## src/design/assert_macros.svh

```systemverilog
// ----------------------------------------------------------------------------
// assert_macros
// Assertion helpers used by partition_fit_allocator_core.
// Define ASSERT_OFF to compile the checks out.
// ----------------------------------------------------------------------------
`ifndef ASSERT_MACROS_SVH
`define ASSERT_MACROS_SVH
`ifndef ASSERT_OFF
`define ASSERT_IMPLIES(label, clk, rst_n, ante, cons, msg) \
    label: assert property (@(posedge clk) disable iff (!rst_n) (ante) |-> (cons)) \
        else $error(msg);
`define ASSERT_NEXT(label, clk, rst_n, ante, cons, msg) \
    label: assert property (@(posedge clk) disable iff (!rst_n) (ante) |=> (cons)) \
        else $error(msg);
`else
`define ASSERT_IMPLIES(label, clk, rst_n, ante, cons, msg)
`define ASSERT_NEXT(label, clk, rst_n, ante, cons, msg)
`endif
`endif

```

## src/design/pfa_pkg.sv

```systemverilog
// ----------------------------------------------------------------------------
// pfa_pkg
// Types, field widths and codes of the partition fit allocator.
// ----------------------------------------------------------------------------
package pfa_pkg;

    localparam int KIND_W        = 1;
    localparam int BLOCK_INDEX_W = 6;
    localparam int REQ_SIZE_W    = 16;
    localparam int STATUS_W      = 2;
    localparam int PID_W         = 16;
    localparam int INT_W         = 32;
    localparam int EXT_W         = 22;
    localparam int POLICY_W      = 2;
    localparam int BCOUNT_W      = 7;
    localparam int CFG_INDEX_W   = 1;
    localparam int CFG_DATA_W    = 7;

    localparam logic [EXT_W-1:0] EXT_MAX = '1;
    localparam logic [INT_W-1:0] INT_MAX = '1;

    localparam logic [KIND_W-1:0] KIND_LOAD  = 1'b0;
    localparam logic [KIND_W-1:0] KIND_ALLOC = 1'b1;

    localparam logic [STATUS_W-1:0] STATUS_LOADED = 2'd0;
    localparam logic [STATUS_W-1:0] STATUS_ALLOC  = 2'd1;
    localparam logic [STATUS_W-1:0] STATUS_NOFIT  = 2'd2;

    localparam logic [POLICY_W-1:0] POLICY_BEST  = 2'd0;
    localparam logic [POLICY_W-1:0] POLICY_WORST = 2'd1;

    localparam logic [CFG_INDEX_W-1:0] CFG_POLICY      = 1'b0;
    localparam logic [CFG_INDEX_W-1:0] CFG_BLOCK_COUNT = 1'b1;

    localparam logic [BCOUNT_W-1:0] BCOUNT_RESET = 7'd64;
    localparam logic [PID_W-1:0]    PID_RESET    = 16'd1;

    typedef struct packed {
        logic [KIND_W-1:0]        kind;
        logic [BLOCK_INDEX_W-1:0] block_index;
        logic [REQ_SIZE_W-1:0]    size;
    } req_t;

    typedef struct packed {
        logic [STATUS_W-1:0]      status;
        logic [BLOCK_INDEX_W-1:0] chosen_block;
        logic [PID_W-1:0]         process_id;
        logic [INT_W-1:0]         internal_frag;
        logic [EXT_W-1:0]         external_frag;
    } rsp_t;

    typedef struct packed {
        logic shift;
        logic wr_en;
        logic wr_taken;
    } cell_cmd_t;

    typedef struct packed {
        logic clear;
        logic step;
        logic alloc;
        logic active;
    } scan_ctl_t;

endpackage

```

## src/design/partition_fit_allocator_core.sv

```systemverilog
// ----------------------------------------------------------------------------
// partition_fit_allocator_core
// Fixed-partition block allocator with best, worst and first fit placement.
// ----------------------------------------------------------------------------
// Every transaction, load or allocate, runs from acceptance through a scan and
// a DONE state before the next acceptance: the block table is a ring of
// NUM_BLOCKS cells that rotates once past a single evaluator at its head,
// one block per cycle, and the DONE state writes the chosen block back and
// registers the result. A result waiting on a stalled output does not block
// the next request from being accepted and scanned. Blocks are searched from
// index zero up to block_count (clamped to NUM_BLOCKS); a block never loaded
// reads as undefined.
`include "assert_macros.svh"

module partition_fit_allocator_core
    import pfa_pkg::*;
#(
    parameter int NUM_BLOCKS = 64,
    parameter int SIZE_BITS  = 16
)
(
    input  logic                   clk,
    input  logic                   rst_n,
    input  logic                   req_valid,
    output logic                   req_stall,
    input  req_t                   req,
    output logic                   rsp_valid,
    input  logic                   rsp_stall,
    output rsp_t                   rsp,
    input  logic                   cfg_valid,
    output logic                   cfg_ready,
    input  logic [CFG_INDEX_W-1:0] cfg_index,
    input  logic [CFG_DATA_W-1:0]  cfg_data
);

    localparam int IdxW = $clog2(NUM_BLOCKS);
    localparam int CntW = $clog2(NUM_BLOCKS + 1);
    localparam int SumW = SIZE_BITS + IdxW;
    localparam int ExtCalcW = (SumW > EXT_W) ? SumW : EXT_W;
    localparam int BcW  = (CntW > BCOUNT_W) ? CntW : BCOUNT_W;
    localparam int SelW = (IdxW > BLOCK_INDEX_W) ? IdxW : BLOCK_INDEX_W;
    localparam logic [IdxW-1:0] CntLast = IdxW'(NUM_BLOCKS - 1);

    localparam logic [1:0] S_IDLE = 2'd0;
    localparam logic [1:0] S_SCAN = 2'd1;
    localparam logic [1:0] S_DONE = 2'd2;

    logic [1:0]               state_reg;
    logic [1:0]               state_next;
    logic [IdxW-1:0]          cnt_reg;
    logic [IdxW-1:0]          cnt_next;
    logic [KIND_W-1:0]        kind_reg;
    logic [BLOCK_INDEX_W-1:0] bidx_reg;
    logic [REQ_SIZE_W-1:0]    size_reg;
    logic [PID_W-1:0]         pid_reg;
    logic [PID_W-1:0]         next_id_reg;
    logic [PID_W-1:0]         next_id_next;
    logic [INT_W-1:0]         internal_reg;
    logic [INT_W-1:0]         internal_next;
    logic [POLICY_W-1:0]      policy_reg;
    logic [POLICY_W-1:0]      policy_next;
    logic [BCOUNT_W-1:0]      bcount_reg;
    logic [BCOUNT_W-1:0]      bcount_next;
    logic                     rsp_valid_reg;
    logic                     rsp_valid_next;
    rsp_t                     rsp_reg;
    rsp_t                     rsp_next;

    logic                     req_acc;
    logic                     is_alloc;
    logic                     done_fire;
    logic                     fin_wr;
    logic                     load_wr;
    logic [CntW-1:0]          n_eff;
    logic [BcW-1:0]           bcount_ext;

    logic [SIZE_BITS-1:0]     cell_left  [NUM_BLOCKS];
    logic                     cell_taken [NUM_BLOCKS];
    logic [SIZE_BITS-1:0]     wr_left;

    scan_ctl_t                scan_ctl;
    logic                     found;
    logic [IdxW-1:0]          best_idx;
    logic [SIZE_BITS-1:0]     best_left;
    logic [SumW-1:0]          sum;

    logic [ExtCalcW-1:0]      ext_exact;
    logic [EXT_W-1:0]         ext_sat;
    logic [INT_W:0]           int_sum;
    logic [INT_W-1:0]         int_sat;

    assign req_acc   = req_valid && !req_stall;
    assign req_stall = (state_reg != S_IDLE);
    assign cfg_ready = 1'b1;
    assign is_alloc  = (kind_reg == KIND_ALLOC);
    assign done_fire = (state_reg == S_DONE) && (!rsp_valid_reg || !rsp_stall);
    assign fin_wr    = done_fire && is_alloc && found;
    assign load_wr   = req_acc && (req.kind == KIND_LOAD);

    // Clamp block_count to the table size
    assign bcount_ext = BcW'(bcount_reg);
    assign n_eff = (bcount_ext > BcW'(NUM_BLOCKS)) ? CntW'(NUM_BLOCKS) : CntW'(bcount_ext);

    assign wr_left = fin_wr ? best_left : SIZE_BITS'(req.size);

    // Ring of block cells: cell i takes from cell i+1, cell 0 is the head
    for (genvar i = 0; i < NUM_BLOCKS; i++)
    begin : g_cell
        cell_cmd_t cmd;

        always_comb
        begin
            cmd.shift    = (state_reg == S_SCAN);
            cmd.wr_en    = (load_wr && (SelW'(i) == SelW'(req.block_index)))
                        || (fin_wr && (best_idx == IdxW'(i)));
            cmd.wr_taken = fin_wr;
        end

        pfa_cell #(
            .SIZE_BITS (SIZE_BITS)
        ) u_cell (
            .clk        (clk),
            .rst_n      (rst_n),
            .cmd        (cmd),
            .wr_left    (wr_left),
            .prev_left  (cell_left[(i + 1) % NUM_BLOCKS]),
            .prev_taken (cell_taken[(i + 1) % NUM_BLOCKS]),
            .left       (cell_left[i]),
            .taken      (cell_taken[i])
        );
    end

    always_comb
    begin
        scan_ctl.clear  = req_acc;
        scan_ctl.step   = (state_reg == S_SCAN);
        scan_ctl.alloc  = is_alloc;
        scan_ctl.active = (CntW'(cnt_reg) < n_eff);
    end

    pfa_scan #(
        .NUM_BLOCKS (NUM_BLOCKS),
        .SIZE_BITS  (SIZE_BITS)
    ) u_scan (
        .clk        (clk),
        .rst_n      (rst_n),
        .ctl        (scan_ctl),
        .policy     (policy_reg),
        .size       (size_reg),
        .idx        (cnt_reg),
        .head_left  (cell_left[0]),
        .head_taken (cell_taken[0]),
        .found      (found),
        .best_idx   (best_idx),
        .best_left  (best_left),
        .sum        (sum)
    );

    // The chosen block was free and in range, so drop its original size
    assign ext_exact = ExtCalcW'(sum)
                     - ((is_alloc && found)
                        ? (ExtCalcW'(best_left) + ExtCalcW'(size_reg))
                        : ExtCalcW'(0));
    assign ext_sat = (ext_exact > ExtCalcW'(EXT_MAX)) ? EXT_MAX : ext_exact[EXT_W-1:0];

    assign int_sum = {1'b0, internal_reg} + (INT_W + 1)'(best_left);
    assign int_sat = int_sum[INT_W] ? INT_MAX : int_sum[INT_W-1:0];

    always_comb
    begin
        state_next     = state_reg;
        cnt_next       = cnt_reg;
        next_id_next   = next_id_reg;
        internal_next  = internal_reg;
        rsp_next       = rsp_reg;
        rsp_valid_next = rsp_valid_reg && rsp_stall;
        case (state_reg)
            S_IDLE:
            begin
                if (req_acc)
                begin
                    state_next = S_SCAN;
                    cnt_next   = '0;
                    if (req.kind == KIND_ALLOC)
                    begin
                        next_id_next = next_id_reg + 1'b1;
                    end
                end
            end
            S_SCAN:
            begin
                cnt_next = cnt_reg + 1'b1;
                if (cnt_reg == CntLast)
                begin
                    state_next = S_DONE;
                    cnt_next   = '0;
                end
            end
            S_DONE:
            begin
                if (done_fire)
                begin
                    state_next     = S_IDLE;
                    rsp_valid_next = 1'b1;
                    if (fin_wr)
                    begin
                        internal_next = int_sat;
                    end
                    rsp_next.internal_frag = fin_wr ? int_sat : internal_reg;
                    rsp_next.external_frag = ext_sat;
                    if (!is_alloc)
                    begin
                        rsp_next.status       = STATUS_LOADED;
                        rsp_next.chosen_block = bidx_reg;
                        rsp_next.process_id   = '0;
                    end
                    else if (found)
                    begin
                        rsp_next.status       = STATUS_ALLOC;
                        rsp_next.chosen_block = BLOCK_INDEX_W'(best_idx);
                        rsp_next.process_id   = pid_reg;
                    end
                    else
                    begin
                        rsp_next.status       = STATUS_NOFIT;
                        rsp_next.chosen_block = '0;
                        rsp_next.process_id   = pid_reg;
                    end
                end
            end
            default:
            begin
                state_next = S_IDLE;
            end
        endcase
    end

    always_comb
    begin
        policy_next = policy_reg;
        bcount_next = bcount_reg;
        if (cfg_valid && cfg_ready)
        begin
            case (cfg_index)
                CFG_POLICY:      policy_next = cfg_data[POLICY_W-1:0];
                CFG_BLOCK_COUNT: bcount_next = cfg_data[BCOUNT_W-1:0];
                default:         policy_next = policy_reg;
            endcase
        end
    end

    always_ff @(posedge clk or negedge rst_n)
    begin
        if (!rst_n)
        begin
            state_reg     <= S_IDLE;
            cnt_reg       <= '0;
            next_id_reg   <= PID_RESET;
            internal_reg  <= '0;
            policy_reg    <= POLICY_BEST;
            bcount_reg    <= BCOUNT_RESET;
            rsp_valid_reg <= 1'b0;
        end
        else
        begin
            state_reg     <= state_next;
            cnt_reg       <= cnt_next;
            next_id_reg   <= next_id_next;
            internal_reg  <= internal_next;
            policy_reg    <= policy_next;
            bcount_reg    <= bcount_next;
            rsp_valid_reg <= rsp_valid_next;
        end
    end

    // Hold the request fields for the whole scan
    always_ff @(posedge clk)
    begin
        if (req_acc)
        begin
            kind_reg <= req.kind;
            bidx_reg <= req.block_index;
            size_reg <= req.size;
            pid_reg  <= next_id_reg;
        end
        rsp_reg <= rsp_next;
    end

    assign rsp_valid = rsp_valid_reg;
    assign rsp       = rsp_reg;

    `ASSERT_NEXT(a_accept_scan, clk, rst_n, req_acc, state_reg == S_SCAN, "accepted request did not start a scan")
    `ASSERT_NEXT(a_cnt_step, clk, rst_n, (state_reg == S_SCAN) && (cnt_reg != CntLast), cnt_reg == $past(cnt_reg) + 1'b1, "ring position skipped during scan")
    `ASSERT_NEXT(a_id_hold, clk, rst_n, !(req_acc && (req.kind == KIND_ALLOC)), $stable(next_id_reg), "process id moved without an allocate request")
    `ASSERT_NEXT(a_int_grow, clk, rst_n, 1'b1, internal_reg >= $past(internal_reg), "internal fragmentation total decreased")

endmodule

```

## src/design/pfa_cell.sv

```systemverilog
// ----------------------------------------------------------------------------
// pfa_cell
// One block of the ring: remaining size and owned flag, rotated to the
// neighbouring cell on every shift.
// ----------------------------------------------------------------------------
module pfa_cell
    import pfa_pkg::*;
#(
    parameter int SIZE_BITS = 16
)
(
    input  logic                 clk,
    input  logic                 rst_n,
    input  cell_cmd_t            cmd,
    input  logic [SIZE_BITS-1:0] wr_left,
    input  logic [SIZE_BITS-1:0] prev_left,
    input  logic                 prev_taken,
    output logic [SIZE_BITS-1:0] left,
    output logic                 taken
);

    logic [SIZE_BITS-1:0] left_reg;
    logic [SIZE_BITS-1:0] left_next;
    logic                 taken_reg;
    logic                 taken_next;

    always_comb
    begin
        left_next  = left_reg;
        taken_next = taken_reg;
        if (cmd.wr_en)
        begin
            left_next  = wr_left;
            taken_next = cmd.wr_taken;
        end
        else if (cmd.shift)
        begin
            left_next  = prev_left;
            taken_next = prev_taken;
        end
    end

    always_ff @(posedge clk)
    begin
        left_reg <= left_next;
    end

    always_ff @(posedge clk or negedge rst_n)
    begin
        if (!rst_n)
        begin
            taken_reg <= 1'b0;
        end
        else
        begin
            taken_reg <= taken_next;
        end
    end

    assign left  = left_reg;
    assign taken = taken_reg;

endmodule

```

## src/design/pfa_scan.sv

```systemverilog
// ----------------------------------------------------------------------------
// pfa_scan
// Head-of-ring evaluator: keeps the running choice of block under the
// placement policy and the sum of free block sizes.
// ----------------------------------------------------------------------------
module pfa_scan
    import pfa_pkg::*;
#(
    parameter int NUM_BLOCKS = 64,
    parameter int SIZE_BITS  = 16
)
(
    input  logic                                      clk,
    input  logic                                      rst_n,
    input  scan_ctl_t                                 ctl,
    input  logic [POLICY_W-1:0]                       policy,
    input  logic [REQ_SIZE_W-1:0]                     size,
    input  logic [$clog2(NUM_BLOCKS)-1:0]             idx,
    input  logic [SIZE_BITS-1:0]                      head_left,
    input  logic                                      head_taken,
    output logic                                      found,
    output logic [$clog2(NUM_BLOCKS)-1:0]             best_idx,
    output logic [SIZE_BITS-1:0]                      best_left,
    output logic [SIZE_BITS+$clog2(NUM_BLOCKS)-1:0]   sum
);

    localparam int IdxW = $clog2(NUM_BLOCKS);
    localparam int SumW = SIZE_BITS + IdxW;
    localparam int CmpW = (SIZE_BITS > REQ_SIZE_W) ? SIZE_BITS : REQ_SIZE_W;

    logic                 found_reg;
    logic                 found_next;
    logic [IdxW-1:0]      best_idx_reg;
    logic [IdxW-1:0]      best_idx_next;
    logic [SIZE_BITS-1:0] best_left_reg;
    logic [SIZE_BITS-1:0] best_left_next;
    logic [SumW-1:0]      sum_reg;
    logic [SumW-1:0]      sum_next;

    logic                 is_free;
    logic                 fits;
    logic [SIZE_BITS-1:0] leftover;
    logic                 take;

    assign is_free  = ctl.active && !head_taken;
    assign fits     = ctl.alloc && is_free && (CmpW'(head_left) >= CmpW'(size));
    assign leftover = head_left - SIZE_BITS'(size);

    always_comb
    begin
        case (policy)
            POLICY_BEST:  take = !found_reg || (leftover <= best_left_reg);
            POLICY_WORST: take = !found_reg || (leftover >= best_left_reg);
            default:      take = !found_reg;
        endcase
    end

    always_comb
    begin
        found_next     = found_reg;
        best_idx_next  = best_idx_reg;
        best_left_next = best_left_reg;
        sum_next       = sum_reg;
        if (ctl.clear)
        begin
            found_next     = 1'b0;
            best_idx_next  = '0;
            best_left_next = '0;
            sum_next       = '0;
        end
        else if (ctl.step)
        begin
            if (fits && take)
            begin
                found_next     = 1'b1;
                best_idx_next  = idx;
                best_left_next = leftover;
            end
            if (is_free)
            begin
                sum_next = sum_reg + SumW'(head_left);
            end
        end
    end

    always_ff @(posedge clk or negedge rst_n)
    begin
        if (!rst_n)
        begin
            found_reg <= 1'b0;
        end
        else
        begin
            found_reg <= found_next;
        end
    end

    always_ff @(posedge clk)
    begin
        best_idx_reg  <= best_idx_next;
        best_left_reg <= best_left_next;
        sum_reg       <= sum_next;
    end

    assign found     = found_reg;
    assign best_idx  = best_idx_reg;
    assign best_left = best_left_reg;
    assign sum       = sum_reg;

endmodule

```

## config.mk

```make
export PLATFORM = sky130hd
export DESIGN_NAME = partition_fit_allocator_core
export DESIGN_NICKNAME = d
export VERILOG_FILES = /design/src/design/pfa_pkg.sv /design/src/design/partition_fit_allocator_core.sv /design/src/design/pfa_cell.sv /design/src/design/pfa_scan.sv
export VERILOG_INCLUDE_DIRS = /design/src /design/src/design
export SDC_FILE = /design/constraint.sdc
export NUM_CORES = 2
export LEC_CHECK = 0
export ABC_AREA = 0
export BUFFER_PORTS_ARGS = -buffer_cell sky130_fd_sc_hd__buf_4
export CORE_MARGIN = 5
export CORE_UTILIZATION = 63
export DETAILED_ROUTE_END_ITERATION = 16
export PLACE_DENSITY = 0.8
export SLEW_MARGIN = 20
export SYNTH_ARGS = -nofsm -noshare
export SYNTH_HDL_FRONTEND = slang
export SYNTH_SLANG_ARGS = --single-unit
```

## constraint.sdc

```tcl
create_clock -name clk -period 7.6 [get_ports clk]
set_clock_uncertainty 0.2 [all_clocks]
set_input_delay 1.52 -clock clk [delete_from_list [all_inputs] [get_ports clk]]
set_output_delay 1.52 -clock clk [all_outputs]
set_load 0.03 [all_outputs]
```

==> implementation parameters <==
Parameter                              Value

STA
  Number of max-slew violations in the final report    0
  Measured slew at the worst slew-check pin    1.317 ns
  Rel. slew slack    0.1153
  Worst setup slack after layout    1.823 ns
  Hold slack final    0.2591 ns
  Setup repair after global routing missed its margin    no
  Number of setup violations in the final report    0
  Setup TNS    0 ns
  Ratio of final minimum period to clock period    0.7601
  Highest clock rate    173.1 MHz
  Min cycle time layout    5.777 ns
  Final hold viol count    0

Worst setup path
  Critical path's top delay family    compound AO/OA/AOI/OAI gates
  Crit path arrival time    6.20 ns
  Launch point of the worst path    g_cell[0].u_cell.left[0]$_DFFE_PP_
  Worst-path maximum fanout    13
  Maximum single-stage delay on the critical path    0.59 ns
  Crit path capture type    register
  Capturing point of the worst reg2reg path    u_scan.best_left[5]$_SDFFE_PP0P_
  Crit Path Category    register to register
  Launch point of the worst reg-to-reg path    g_cell[0].u_cell.left[0]$_DFFE_PP_
  R2r setup slk    1.82 ns
  End of the critical path    u_scan.best_left[5]$_SDFFE_PP0P_
  Cell depth of the worst setup path    18
  Data required time of the worst path    8.02 ns
  Top cell by count, worst path    sky130_fd_sc_hd__a21oi_1
  Critical path's slowest cell    sky130_fd_sc_hd__o211ai_2
  Worst r2r path cells    18
  Cell-by-cell listing of the critical path    inv_1 > ha_1 > fa_1 > nand2b_1 > a211oi_1 > o2111ai_1 > a21oi_1 > a21oi_1 > or3_1 > ha_1 > nand4_1 > nor4_1 > a21boi_0 > or4_1 > a21oi_1 > o211ai_2 > buf_4 > mux2_2
  Kind of start point of the critical path    register
  Critical path buffers and inverters    2

Clocking
  Number of levels in the clock H-tree    4
  Post-CTS setup repair buffer count    0
  CTS max path bufs    3
  Clock sink count    1316
  Clock insertion delay at the later pin of the skew report    0.76 ns
  Post_cts resized    0
  Number of hold-repair buffers added at the cts stage    0
  CTS buffer count    134
  Clock slew at the register clock pins of the worst setup and hold paths    0.06 ns
  CTS tree    done
  Clock Tree Root    sky130_fd_sc_hd__clkbuf_16

Floorplanning
  Die H    318.2 microns
  Placeable core area    0.09459 sq mm
  Area of the die    0.1013 sq mm
  Initial Util    0.6328
  Std cell rows    113
  Boundary Pins    117
  Floorplan die width    318.2 microns

Layout
  Max reg flops    1024
  Net total in the final layout    5131
  Most frequent cells in the layout    sky130_fd_sc_hd__edfxtp_1 (1141), sky130_fd_sc_hd__nor2_1 (901), sky130_fd_sc_hd__a21oi_1 (897)
  Ratio of cells with drive above 1 in the final layout    0.1549
  Layout overhead on the synthesized area    10.36%
  Most frequent standard cell in the layout excluding fill and tap cells    sky130_fd_sc_hd__edfxtp_1
  Fillers    6210

Yosys
  Area share of xor/xnor cells in the synthesized design    0.01171
  Post-synth net total    5130
  Number of synthesis warnings    0
  Synth cell types    85
  Gate Count Post-Synth    4983
  Async set or reset register ratio after synthesis    0.09954
  Fraction of synthesized area in multiplexers    0.06181
  Compound-gate portion of the synthesized area    0.1239
  Average size of a mapped cell    12.01 sq um
  Top flip-flop cell by instance count after synthesis    sky130_fd_sc_hd__edfxtp_1
  Register area share after synthesis    0.6419
  Area leader, netlist    sky130_fd_sc_hd__edfxtp_1
  Simple-gate portion of the synthesized area    0.1032
  EDFF count, synth    1141
  Largest family of logic cells by synthesized area    compound AO/OA/AOI/OAI gates
  Fraction of post-synthesis cell area in the top cell type by area    0.5724
  Number of flip-flops and latches in the synthesized netlist    1316
  Cell types occupying the most area after synthesis    sky130_fd_sc_hd__edfxtp_1 (57%), sky130_fd_sc_hd__a21oi_1 (7.5%), sky130_fd_sc_hd__nor2_1 (5.6%), sky130_fd_sc_hd__dfrtp_1 (5.4%), sky130_fd_sc_hd__mux2_2 (4.5%)
  Cell area after synthesis    0.05986 sq mm
  Synth Area in Adders    0.02383

Drt
  WL per Instance    23.39 microns
  Drt drc    0
  Wire length after detailed routing    148.8 mm
  Length of the first detailed-routing pass in iterations    7
  Via density    6.271
  Via total after detailed routing    39880
  Number of routed nets with antenna violations    0
  Initial DRC Count    4961

Global routing
  Global-route wire length before repair    228.1 mm
  Overall routing resource usage    0.2892
  Sum of overflow across all layers after global routing    0
  Layer with the highest usage    met2
  Met1 usage    0.3965
  Number of antenna violations at the first check in global routing    5
  Met2 capacity usage during global routing    0.4507
  Global-route track usage on met3    0.08402
  Vias in the first global route    38390
  Pin count of the biggest net entering global routing    73

Job
  Number of max-cap violations    0

Placement
  Number of I/O port buffers    115
  HPWL Detailed    95.79 mm
  Pre-CTS setup slack    1.951 ns
  Routability Congestion    0.9586

Pwr
  Clock share of power    0.237
  PwrDens    409.1 mW/mm^2
  Net Sw Frac    0.3095
  Switching power total    8.366 mW
  Power consumption    27.03 mW
  Combinational Power Share    0.269
  Part of the total power dissipated in sequential elements    0.494
  Maximum resistive drop on vdd    224.9 uV
  Internal power consumption    18.66 mW
  Reported leakage power    24.30 nW

Run status
  Run status    complete, no violations

Min path
  Worst hold start    next_id_reg[14]$_DFFE_PN0P_
  Worst hold-check path type    register to register
worst min-delay path by stage:
| stage | cells past startpoint | endpoint |
|---|---|---|
| final | 0 | pid_reg[14]$_DFFE_PP_ |
| after global routing | 0 | pid_reg[14]$_DFFE_PP_ |
| after CTS | 0 | pid_reg[14]$_DFFE_PP_ |
| after detailed placement | 0 | pid_reg[14]$_DFFE_PP_ |
| after global placement | 0 | pid_reg[14]$_DFFE_PP_ |
| after floorplan | 0 | pid_reg[14]$_DFFE_PP_ |
area by class of cell:
class                      count  area (sq um)  area share
tap                         1265          1583     0.02396
multi-input combinational   3225         19760      0.2991
antenna                        1         2.502  0.00003788
sequential                  1316         38420      0.5816
clock inverter                59         513.0    0.007765
inverter                      93         349.1    0.005284
clock buffer                 187          3726     0.05640
timing repair buffer         214          1708     0.02585
per-layer routing:
metal / share of wire / vias up
met3: 0.11 / 372
met5: 0.00032 / -
met4: 0.035 / 8
met1: 0.39 / 19350
met2: 0.46 / 2076
li1: - / 18080
cell families (layout without fill, tap and decap cells):
logic type / count (synthesis) / count (layout)
muxes: 319 / 319
xor gates and xnor gates: 80 / 80
adders and majority gates: 111 / 111
DFF: 1316 / 1316
AOI/OAI and AO/OA: 1263 / 1263
buffers and inverters: 442 / 553
other: 1 / 2
and+or+nand+nor: 1451 / 1451
through the flow:
step                utilization  cells  area (sq um)
finish                   0.6984   6360         66060
global route             0.6984   6359         66060
global placement         0.6517   6108         61650
detailed placement       0.6522   6110         61690
CTS                      0.6970   6356         65930
floorplan                     -   4983         59860
Yosys cell counts (23+ instances only):
library cell and n:
sky130_fd_sc_hd__mux2_2 237, sky130_fd_sc_hd__nor3_1 23, sky130_fd_sc_hd__xnor2_1 54, sky130_fd_sc_hd__nand4_1 23, sky130_fd_sc_hd__clkbuf_1 175, sky130_fd_sc_hd__nand2b_1 66, sky130_fd_sc_hd__o22a_1 28, sky130_fd_sc_hd__ha_1 106
sky130_fd_sc_hd__nand3_1 43, sky130_fd_sc_hd__and3_1 23, sky130_fd_sc_hd__o22ai_1 24, sky130_fd_sc_hd__nor2_1 901, sky130_fd_sc_hd__xor2_1 26, sky130_fd_sc_hd__o21ai_0 85, sky130_fd_sc_hd__mux2_4 40, sky130_fd_sc_hd__mux2i_1 34
sky130_fd_sc_hd__inv_1 92, sky130_fd_sc_hd__a211oi_1 31, sky130_fd_sc_hd__and2_1 43, sky130_fd_sc_hd__a21oi_1 897, sky130_fd_sc_hd__buf_2 141, sky130_fd_sc_hd__edfxtp_1 1141, sky130_fd_sc_hd__nand2_1 259, sky130_fd_sc_hd__dfrtp_1 129
sky130_fd_sc_hd__a31oi_1 37, sky130_fd_sc_hd__a21o_1 29, sky130_fd_sc_hd__dfxtp_1 44
power groups by stage:
stage | clock [mW] | sequential [mW] | combinational [mW]
final | 6.42 | 13.3 | 7.27
after global routing | 6.79 | 13.6 | 8.02
after CTS | 6.47 | 13.3 | 7.14
after detailed placement | 0 | 13.4 | 7.00
after global placement | 0 | 13.3 | 6.80
after floorplan | 0 | 12.7 | 5.36
No activity file was read; power rests on OpenSTA's default activity.
